<file path="config.mk">
export PLATFORM = sky130hd
export DESIGN_NAME = identifier_five_bit_packer
export DESIGN_NICKNAME = d
export VERILOG_FILES = /design/src/sv/ifbp_pkg.sv /design/src/sv/ifbp_encoder.sv /design/src/sv/ifbp_out_fifo.sv /design/src/sv/identifier_five_bit_packer.sv
export SDC_FILE = /design/constraint.sdc
export NUM_CORES = 1
export LEC_CHECK = 0
export ABC_AREA = 0
export BUFFER_PORTS_ARGS = -buffer_cell sky130_fd_sc_hd__buf_2
export CORE_MARGIN = 5
export CORE_UTILIZATION = 60
export CTS_CLUSTER_SIZE = 16
export DETAILED_ROUTE_END_ITERATION = 10
export GPL_TIMING_DRIVEN = 0
export PLACE_DENSITY = 0.78
export REMOVE_ABC_BUFFERS = 1
export SLEW_MARGIN = 40
export SYNTH_ARGS = -nofsm -noshare
export SYNTH_HDL_FRONTEND = slang
export SYNTH_SLANG_ARGS = --single-unit
</file>
<file path="constraint.sdc">
create_clock -name clk -period 8.2 [get_ports clk]
set_input_delay 0 -clock clk [delete_from_list [all_inputs] [get_ports clk]]
set_output_delay 0 -clock clk [all_outputs]
set_load 0.1 [all_outputs]
</file>
<file path="src/sv/ifbp_pkg.sv">
// shared types and constants for the identifier five-bit packer
// no dependencies
package ifbp_pkg;

  localparam logic [4:0] UNDERSCORE_CODE = 5'd27;
  localparam logic [4:0] SHIFT_CODE      = 5'd28;
  localparam logic [4:0] CODE_MASK       = 5'd31;

  localparam logic [7:0] CHAR_TERM  = 8'h00;
  localparam logic [7:0] CHAR_UNDER = 8'h5f;
  localparam logic [7:0] CHAR_LO_A  = 8'h61;
  localparam logic [7:0] CHAR_LO_Z  = 8'h7a;
  localparam logic [7:0] CHAR_UP_A  = 8'h41;
  localparam logic [7:0] CHAR_UP_Z  = 8'h5a;

  localparam logic [7:0] INDEX_MAX = 8'd255;

  localparam int unsigned FIFO_DEPTH = 4;
  localparam int unsigned PTR_W      = $clog2(FIFO_DEPTH);
  localparam int unsigned CNT_W      = $clog2(FIFO_DEPTH + 1);

  typedef struct packed {
    logic [7:0] out_byte;
    logic [7:0] byte_index;
    logic       last;
    logic       bad_char;
  } result_t;

  // up to two results produced by one character
  typedef struct packed {
    logic [1:0] cnt;
    result_t    res1;
    result_t    res0;
  } result_pair_t;

endpackage

</file>
<file path="src/sv/ifbp_encoder.sv">
// input register, code mapping, bit accumulator and byte counter
// depends on ifbp_pkg
module ifbp_encoder import ifbp_pkg::*; (
  input  logic         clk,
  input  logic         rst_n,
  input  logic         in_valid,
  output logic         in_ready,
  input  logic [7:0]   in_char,
  input  logic         room,
  output result_pair_t pair
);

  logic       hold_r;
  logic [7:0] char_r;
  logic [6:0] store_r, store_nxt;
  logic [2:0] count_r, count_nxt;
  logic [7:0] sent_r, sent_nxt;

  logic        consume;
  logic        term, upper, lower, under, bad;
  logic [4:0]  code;
  logic [4:0]  bits5;
  logic [4:0]  code_pos;
  logic [23:0] acc;
  logic [7:0]  sent_p1, sent_p2;

  assign consume  = hold_r & room;
  assign in_ready = !hold_r | room;

  always_ff @(posedge clk) begin
    if (!rst_n) begin
      hold_r <= 1'b0;
    end else if (in_ready) begin
      hold_r <= in_valid;
    end
  end

  always_ff @(posedge clk) begin
    if (in_ready && in_valid) begin
      char_r <= in_char;
    end
  end

  always_ff @(posedge clk) begin
    if (!rst_n) begin
      store_r <= '0;
      count_r <= '0;
      sent_r  <= '0;
    end else if (consume) begin
      store_r <= store_nxt;
      count_r <= count_nxt;
      sent_r  <= sent_nxt;
    end
  end

  always_comb begin
    term  = (char_r == CHAR_TERM);
    lower = (char_r >= CHAR_LO_A) && (char_r <= CHAR_LO_Z);
    upper = (char_r >= CHAR_UP_A) && (char_r <= CHAR_UP_Z);
    under = (char_r == CHAR_UNDER);
    bad   = !(term | lower | upper | under);
    code  = 5'd0;
    if (lower) begin
      code = 5'(char_r - CHAR_LO_A) + 5'd1;
    end else if (upper) begin
      code = 5'(char_r - CHAR_UP_A) + 5'd1;
    end else if (under) begin
      code = UNDERSCORE_CODE;
    end
    code_pos = {2'b00, count_r} + (upper ? 5'd5 : 5'd0);
    bits5    = code_pos + 5'd5;
    acc      = {17'd0, store_r};
    if (upper) begin
      acc = acc | (24'(SHIFT_CODE) << count_r);
    end
    acc = acc | (24'(code & CODE_MASK) << code_pos);
  end

  assign sent_p1 = (sent_r == INDEX_MAX) ? INDEX_MAX : sent_r + 8'd1;
  assign sent_p2 = (sent_p1 == INDEX_MAX) ? INDEX_MAX : sent_p1 + 8'd1;

  always_comb begin
    pair      = '0;
    store_nxt = '0;
    count_nxt = '0;
    sent_nxt  = '0;
    pair.res0.out_byte   = acc[7:0];
    pair.res0.byte_index = sent_r;
    pair.res1.out_byte   = acc[15:8];
    pair.res1.byte_index = sent_p1;
    if (bad) begin
      pair.cnt             = 2'd1;
      pair.res0.out_byte   = 8'd0;
      pair.res0.last       = 1'b1;
      pair.res0.bad_char   = 1'b1;
    end else if (term) begin
      if (bits5 > 5'd8) begin
        pair.cnt       = 2'd2;
        pair.res1.last = 1'b1;
      end else begin
        pair.cnt       = 2'd1;
        pair.res0.last = 1'b1;
      end
    end else begin
      count_nxt = bits5[2:0];
      if (bits5 >= 5'd16) begin
        pair.cnt  = 2'd2;
        store_nxt = acc[22:16];
        sent_nxt  = sent_p2;
      end else if (bits5 >= 5'd8) begin
        pair.cnt  = 2'd1;
        store_nxt = acc[14:8];
        sent_nxt  = sent_p1;
      end else begin
        pair.cnt  = 2'd0;
        store_nxt = acc[6:0];
        sent_nxt  = sent_r;
      end
    end
    if (!consume) begin
      pair.cnt = 2'd0;
    end
  end

endmodule

</file>
<file path="src/sv/ifbp_out_fifo.sv">
// small result queue taking up to two words per cycle and giving one when out_ready is high
// depends on ifbp_pkg
module ifbp_out_fifo import ifbp_pkg::*; (
  input  logic         clk,
  input  logic         rst_n,
  input  result_pair_t pair,
  output logic         room,
  output logic         out_valid,
  input  logic         out_ready,
  output result_t      out_res
);

  result_t            mem_r [FIFO_DEPTH];
  logic [PTR_W-1:0]   wr_r, rd_r;
  logic [CNT_W-1:0]   cnt_r;
  logic               pop;
  logic [PTR_W-1:0]   wr_p1;

  assign out_valid = (cnt_r != '0);
  assign pop       = out_valid & out_ready;
  assign room      = (cnt_r <= CNT_W'(FIFO_DEPTH - 2));
  assign out_res   = mem_r[rd_r];
  assign wr_p1     = wr_r + PTR_W'(1);

  always_ff @(posedge clk) begin
    if (pair.cnt != 2'd0) begin
      mem_r[wr_r] <= pair.res0;
    end
    if (pair.cnt == 2'd2) begin
      mem_r[wr_p1] <= pair.res1;
    end
  end

  always_ff @(posedge clk) begin
    if (!rst_n) begin
      wr_r  <= '0;
      rd_r  <= '0;
      cnt_r <= '0;
    end else begin
      wr_r  <= wr_r + PTR_W'(pair.cnt);
      rd_r  <= rd_r + PTR_W'(pop);
      cnt_r <= cnt_r + CNT_W'(pair.cnt) - CNT_W'(pop);
    end
  end

endmodule

</file>
<file path="src/sv/identifier_five_bit_packer.sv">
// top level of the identifier five-bit packer
// depends on ifbp_pkg, ifbp_encoder and ifbp_out_fifo
//
// Takes one identifier character per input word and packs it into 5-bit
// codes (a-z 1-26, underscore 27, uppercase as shift 28 plus the letter,
// zero byte as terminator code 0), LSB first, giving out packed bytes with
// their saturating index; the terminator flushes and marks the final byte,
// any other character gives a single error word and clears the state.
// A character is held in the input register until the queue has room,
// and its zero, one or two bytes then enter a four-word output queue
// that sends one word per cycle while out_tready is high, so the output
// port sets the pace, and a new character is taken every cycle while
// the queue has two free slots.
module identifier_five_bit_packer import ifbp_pkg::*; (
  input  logic        clk,
  input  logic        rst_n,
  input  logic        in_tvalid,
  output logic        in_tready,
  input  logic [7:0]  in_tdata,   // char_in
  output logic        out_tvalid,
  input  logic        out_tready,
  output logic [15:0] out_tdata,  // out_byte, byte_index
  output logic        out_tlast,
  output logic        out_tuser   // bad_char
);

  result_pair_t pair;
  result_t      out_res;
  logic         room;

  ifbp_encoder u_encoder (
    .clk      (clk),
    .rst_n    (rst_n),
    .in_valid (in_tvalid),
    .in_ready (in_tready),
    .in_char  (in_tdata),
    .room     (room),
    .pair     (pair)
  );

  ifbp_out_fifo u_out_fifo (
    .clk       (clk),
    .rst_n     (rst_n),
    .pair      (pair),
    .room      (room),
    .out_valid (out_tvalid),
    .out_ready (out_tready),
    .out_res   (out_res)
  );

  assign out_tdata = {out_res.byte_index, out_res.out_byte};
  assign out_tlast = out_res.last;
  assign out_tuser = out_res.bad_char;

endmodule

</file>
==> results.json, run 1 <==
{
  "outcome": "complete, but fails checks",
  "fin_nets": 655,
  "cts_setup_buffers": 0,
  "holdWs_ns": 0.136,
  "core_sq_um": 10200,
  "grt_pass1_wl_mm": 26.6,
  "wire_per_inst_um": 21.1,
  "timing.critical_path.arrival_ns": 5.78,
  "async_reset_ff_share_pct": 0,
  "n_fill_cell": 805,
  "most-common-layout-cells": "edfxtp_1, nand2_1, nor2_1, o21ai_0, o22ai_1",
  "clockRootBuffer": "clkbuf_8",
  "grt_pass1_vias": 5104,
  "insertedDiodeCount": 0,
  "area_growth_pct": 9.30,
  "dieArea_sq_um": 12500,
  "synth-edff-count": 76,
  "port_buffers": 31,
  "dieWidth_um": 112,
  "drt_iter0_drc": 537,
  "placed_area_sq_um": 6390,
  "clk_latency_ns": 0.37,
  "io_pins": 32,
  "gr-usage-all-layers_pct": 26.6,
  "start_kind": "flip-flop",
  "violations": "design-rule violations",
  "clock_path_buffers": 2,
  "num_rows": 37,
  "p_comb_share_pct": 36.7,
  "net-switching-power_mw": 0.699,
  "powerDensity_nw_per_um2": 242,
  "seq_area_frac_synth_pct": 46.5,
  "cts.sinks": 106,
  "p_clk_share_pct": 22.8,
  "final_common_cell": "edfxtp_1",
  "switching_share_pct": 42.5,
  "gp_congestion": 0.939,
  "worst_slack_ns": 2.69,
  "grt_max_degree": 30,
  "drive_above_1_share_pct": 15.4,
  "fmax_mhz": 182,
  "pwr-share-seq_pct": 40.5,
  "cts_tree": "done",
  "tightest_slew_ns": 0.863,
  "skew_ns": 0.0104,
  "cts_buffers": 9,
  "cp_max_fo": 12,
  "fin_setup_tns_ns": 0,
  "slew_headroom_pct": 42.1,
  "timing_worst_setup_path_type": "reg -> reg",
  "ys_ff_latch": 106,
  "slew_violations": 0,
  "crit_required_ns": 8.47,
  "ant_nets": 0,
  "hp-class": "in -> reg",
  "hold_viol_final": 0,
  "drt-total-wl_mm": 16.3,
  "synth.distinct_cells": 68,
  "overflow": 0,
  "place_inst": 747,
  "synthCells": 622,
  "dp_hpwl_mm": 11.3,
  "dr.pass1.iters": 9,
  "cellLeakagePower_nw": 2.16,
  "utilization_pct": 66.6,
  "syn-cell-area_sq_um": 6200,
  "num_vias": 5228,
  "ir_drop_uv": 275,
  "path_clk_slew_ns": 0.11,
  "cap_violations": 0,
  "end_kind": "flip-flop",
  "yosysWarnings": 0,
  "total_power_mw": 1.64,
  "min_period_ns": 5.51,
  "dieHeight_um": 112,
  "finalSetupViolations": 0,
  "layout.cells.non_filler": 772,
  "fin_crit_sh_pct": 67.2,
  "synth.avg_cell_area_sq_um": 9.97,
  "internal_power_mw": 0.944,
  "synthFlopType": "edfxtp_1",
  "viasPerCell": 6.77,
  "initial_core_util_pct": 60.9,
  "drc": 2,
  "stdcell_area_sq_um": 6780,
  "antenna_found_initial": 0,
  "htreeDepth": 3,
  "rsz0062_at_grt": "false",
  "post-place-ws_ns": 2.61,
  "postCtsResizedCells": 0
}
## synth_stat cells (4+ instances only)
cell	count	area, sq um
a21oi_1	16	80.1
a31oi_1	6	37.5
and2_1	15	93.8
and3_1	5	31.3
buf_2	19	95.1
clkbuf_1	21	78.8
dfxtp_1	30	601
edfxtp_1	76	2280
ha_1	11	138
inv_1	14	52.6
mux2i_1	7	70.1
mux4_2	18	405
nand2_1	74	278
nand2b_1	8	50.1
nand3_1	24	120
nand4_1	8	50.1
nor2_1	43	161
nor2b_1	8	50.1
nor3_1	12	60.1
nor4_1	4	25.0
o211ai_1	8	60.1
o21a_1	5	37.5
o21ai_0	42	210
o21ai_1	17	85.1
o22ai_1	39	244
o31ai_1	4	30.0
o41ai_1	6	52.6
or3_1	6	37.5
xnor2_1	7	61.3
xor2_1	5	43.8
## kinds of logic after synthesis
kind of cell | share of synthesized area (%)
and+or+nand+nor | 18.3
AOI/OAI and AO/OA | 19.4
DFF | 46.5
buffers and inverters | 3.89
muxes | 7.66
xor gates and xnor gates | 1.69
adders and majority gates | 2.54
## power groups by stage
stage          sequential (mW)  clock (mW)  combinational, mW
5_1_grt                  0.674       0.401              0.632
4_1_cts                  0.666       0.376              0.599
2_1_floorplan            0.661           0              0.504
3_5_place_dp             0.679           0              0.594
6_report                 0.665       0.375              0.602
3_3_place_gp             0.674           0              0.583
## layout make-up
cell class | instances | area, sq um | area share (%)
Clock buffer | 9 | 124 | 1.83
Sequential cell | 106 | 2890 | 42.6
Timing Repair Buffer | 40 | 245 | 3.62
Clock inverter | 7 | 108 | 1.59
Tap cell | 136 | 170 | 2.51
Inverter | 14 | 52.6 | 0.775
Multi-Input combinational cell | 460 | 3200 | 47.1
## metal layers
metal / vias to the layer above / track usage, % / part of all wire, %
met5: - / 0 / 0
met4: 0 / 7.87 / 1.8
met2: 303 / 43.7 / 49
met3: 30 / 5.92 / 9.4
met1: 2496 / 35.5 / 39
li1: 2399 / - / -
## state kept, by name (all words and copies together) (netlist names)
register / cells
u_out_fifo.mem_r: 72
u_encoder.count_r: 3
u_encoder.store_r: 7
u_out_fifo.cnt_r: 3
u_encoder.hold_r: 1
u_out_fifo.rd_r: 2
u_out_fifo.wr_r: 2
u_encoder.sent_r: 8
u_encoder.char_r: 8
## final timing paths
kind,cells after the start,end,slack (ns),start
max reg2reg,14,u_out_fifo.cnt_r[2],2.69,u_encoder.char_r[7]
min reg2reg,2,u_encoder.store_r[5],0.48,u_encoder.store_r[5]
min,2,u_encoder.count_r[1],0.14,rst_n
max,14,u_out_fifo.cnt_r[2],2.69,u_encoder.char_r[7]
## critical path, cell delays in order (launching register included)
cell and delay (ns):
edfxtp_1 0.49, nor2b_1 0.45, nand4_1 0.26, nor2_1 0.49, ha_1 0.36, ha_1 0.30, xor2_2 0.49, o21ai_1 0.41
nor4_4 0.64, o21ai_1 0.29, ha_1 0.37, fa_1 0.44, xor2_1 0.16, xnor2_1 0.12, and2_1 0.15
## what timing repair did
item                                    4_1_cts  5_1_grt
endpoints found under the setup margin        0        0
hold buffers                                  9        0
hold endpoints to repair                      9        0
No activity file was read; power rests on OpenSTA's default activity.
==> inputs of run 2 (changes only) <==
==> constraint.sdc (replaced) <==
create_clock -name clk -period 5.65 [get_ports clk]
set_input_delay 0 -clock clk [delete_from_list [all_inputs] [get_ports clk]]
set_output_delay 0 -clock clk [all_outputs]
set_load 0.1 [all_outputs]
==> run 2 against run 1 <==
  * Cell area increased by 0.81%
  * Critical endpoint unchanged
  * Register-to-register slack got worse by 2.2 ns
  * Via count rose by 0.61%
  * Routed wire length rose by 0.43%
  * The flow now finishes without violations
  * Setup slack worse by 2.2 ns
  * Total power rose by 46%
  * Die area did not move
  * Count of clock-buffer cells in the layout unchanged
==> results.json, run 2 (synthesis gave the netlist of run 1 again) <==
{
  "outcome": "completed",
  "io_pins": 32,
  "final_common_cell": "edfxtp_1",
  "overflow": 0,
  "pwr-share-seq_pct": 40.4,
  "n_fill_cell": 800,
  "powerDensity_nw_per_um2": 350,
  "ant_nets": 0,
  "rsz0062_at_grt": "false",
  "placed_area_sq_um": 6390,
  "dr.pass1.iters": 5,
  "insertedDiodeCount": 0,
  "ir_drop_uv": 400,
  "crit_required_ns": 5.93,
  "start_kind": "flip-flop",
  "viasPerCell": 6.77,
  "drt-total-wl_mm": 16.4,
  "net-switching-power_mw": 1.02,
  "fin_crit_sh_pct": 91.7,
  "num_rows": 37,
  "skew_ns": 0.0134,
  "antenna_found_initial": 0,
  "drc": 0,
  "min_period_ns": 5.18,
  "switching_share_pct": 42.5,
  "tightest_slew_ns": 0.797,
  "r2r_cells": 16,
  "cts_buffers": 9,
  "fin_nets": 660,
  "wire_per_inst_um": 21.1,
  "reg.largest.list": "u_out_fifo.mem_r x72, u_encoder.char_r x8, u_encoder.sent_r x8",
  "top_register": "u_out_fifo.mem_r",
  "end_kind": "flip-flop",
  "gr-usage-all-layers_pct": 26.6,
  "gp_congestion": 0.939,
  "total_power_mw": 2.39,
  "cap_violations": 0,
  "utilization_pct": 67.1,
  "cts_tree": "done",
  "area_growth_pct": 10.2,
  "p_comb_share_pct": 36.8,
  "dieArea_sq_um": 12500,
  "hp-class": "in -> reg",
  "dieWidth_um": 112,
  "stdcell_area_sq_um": 6840,
  "cts.sinks": 106,
  "clk_latency_ns": 0.38,
  "fmax_mhz": 193,
  "port_buffers": 31,
  "internal_power_mw": 1.37,
  "most-common-layout-cells": "edfxtp_1, nand2_1, nor2_1, o21ai_0, o22ai_1",
  "clock_path_buffers": 2,
  "clockRootBuffer": "clkbuf_8",
  "largest_register_ffs": 72,
  "htreeDepth": 3,
  "initial_core_util_pct": 60.9,
  "num_vias": 5260,
  "hold_viol_final": 0,
  "dp_hpwl_mm": 11.3,
  "p_clk_share_pct": 22.7,
  "grt_max_degree": 30,
  "multi_input_area_sq_um": 3210,
  "grt_pass1_vias": 5104,
  "dieHeight_um": 112,
  "finalSetupViolations": 0,
  "core_sq_um": 10200,
  "grt_pass1_wl_mm": 26.6,
  "hold_depth": 2,
  "path_clk_slew_ns": 0.11,
  "slew_headroom_pct": 45.4,
  "timing.critical_path.arrival_ns": 5.46,
  "timing_worst_setup_path_type": "reg -> reg",
  "holdWs_ns": 0.130,
  "seq_area_sq_um": 2890,
  "drive_above_1_share_pct": 16.4,
  "cellLeakagePower_nw": 2.18,
  "drt_iter0_drc": 607,
  "fin_setup_tns_ns": 0,
  "slew_violations": 0,
  "cp_max_fo": 11
}
## run 2: changes by cell type in the layout (fill, tap and decap cells not counted), sizes merged
cell | before | now
buf | 31 | 36
## run 2: metal layers
layer / GRT usage [%] / up-vias / routed length (um)
met5: 0 / - / 0
met4: 7.87 / 0 / 253
met3: 5.92 / 34 / 1690
met2: 43.7 / 345 / 8100
met1: 35.5 / 2476 / 6330
li1: - / 2405 / -
## run 2: critical path, cell delays in order (launching register included)
cell and delay [ns]:
edfxtp_1 0.49, nor2b_1 0.45, nand4_1 0.26, nor2_1 0.50, ha_1 0.36, ha_1 0.39, ha_1 0.36, nor4b_1 0.43
a21o_1 0.42, o21ai_0 0.14, a21oi_1 0.26, ha_1 0.19, inv_1 0.04, fa_1 0.37, xor2_1 0.16, xnor2_1 0.12
and2_1 0.15
## run 2: layout make-up
cell class	count	area share [%]
Sequential cell	106	42.2
Multi-Input combinational cell	460	47.0
Clock buffer	9	1.81
Clock inverter	7	1.57
Timing Repair Buffer	45	4.14
Inverter	14	0.769
Tap cell	136	2.49
## run 2: through the flow
stage | setup slack (ns) | instances
6_report | 0.467 | 777
5_1_grt | 0.0461 | 777
4_1_cts | 0.0189 | 772
3_5_place_dp | 0.0619 | 747
3_3_place_gp | -0.784 | 747
2_1_floorplan | 0.899 | 580
## run 2: power groups by stage
stage               Clock, mW  Sequential, mW  Combinational [mW]
finish                  0.544           0.967               0.880
global route            0.582           0.978               0.924
CTS                     0.546           0.968               0.871
detailed placement          0           0.985               0.864
global placement            0           0.979               0.847
floorplan                   0           0.959               0.733
## run 2: repair_timing
action	4_1_cts	5_1_grt
endpoints found under the hold margin	9	0
hold buffers	9	0
buffers inserted	0	5
resized for setup	0	3
setup endpoints to repair	0	36
## run 2: worst paths after layout
path / startpoint / to / slack (ns)
max: u_encoder.char_r[7] / u_out_fifo.cnt_r[2] / 0.47
min: rst_n / u_encoder.count_r[1] / 0.13
max reg2reg: u_encoder.char_r[7] / u_out_fifo.cnt_r[2] / 0.47
min reg2reg: u_encoder.store_r[2] / u_encoder.store_r[2] / 0.48
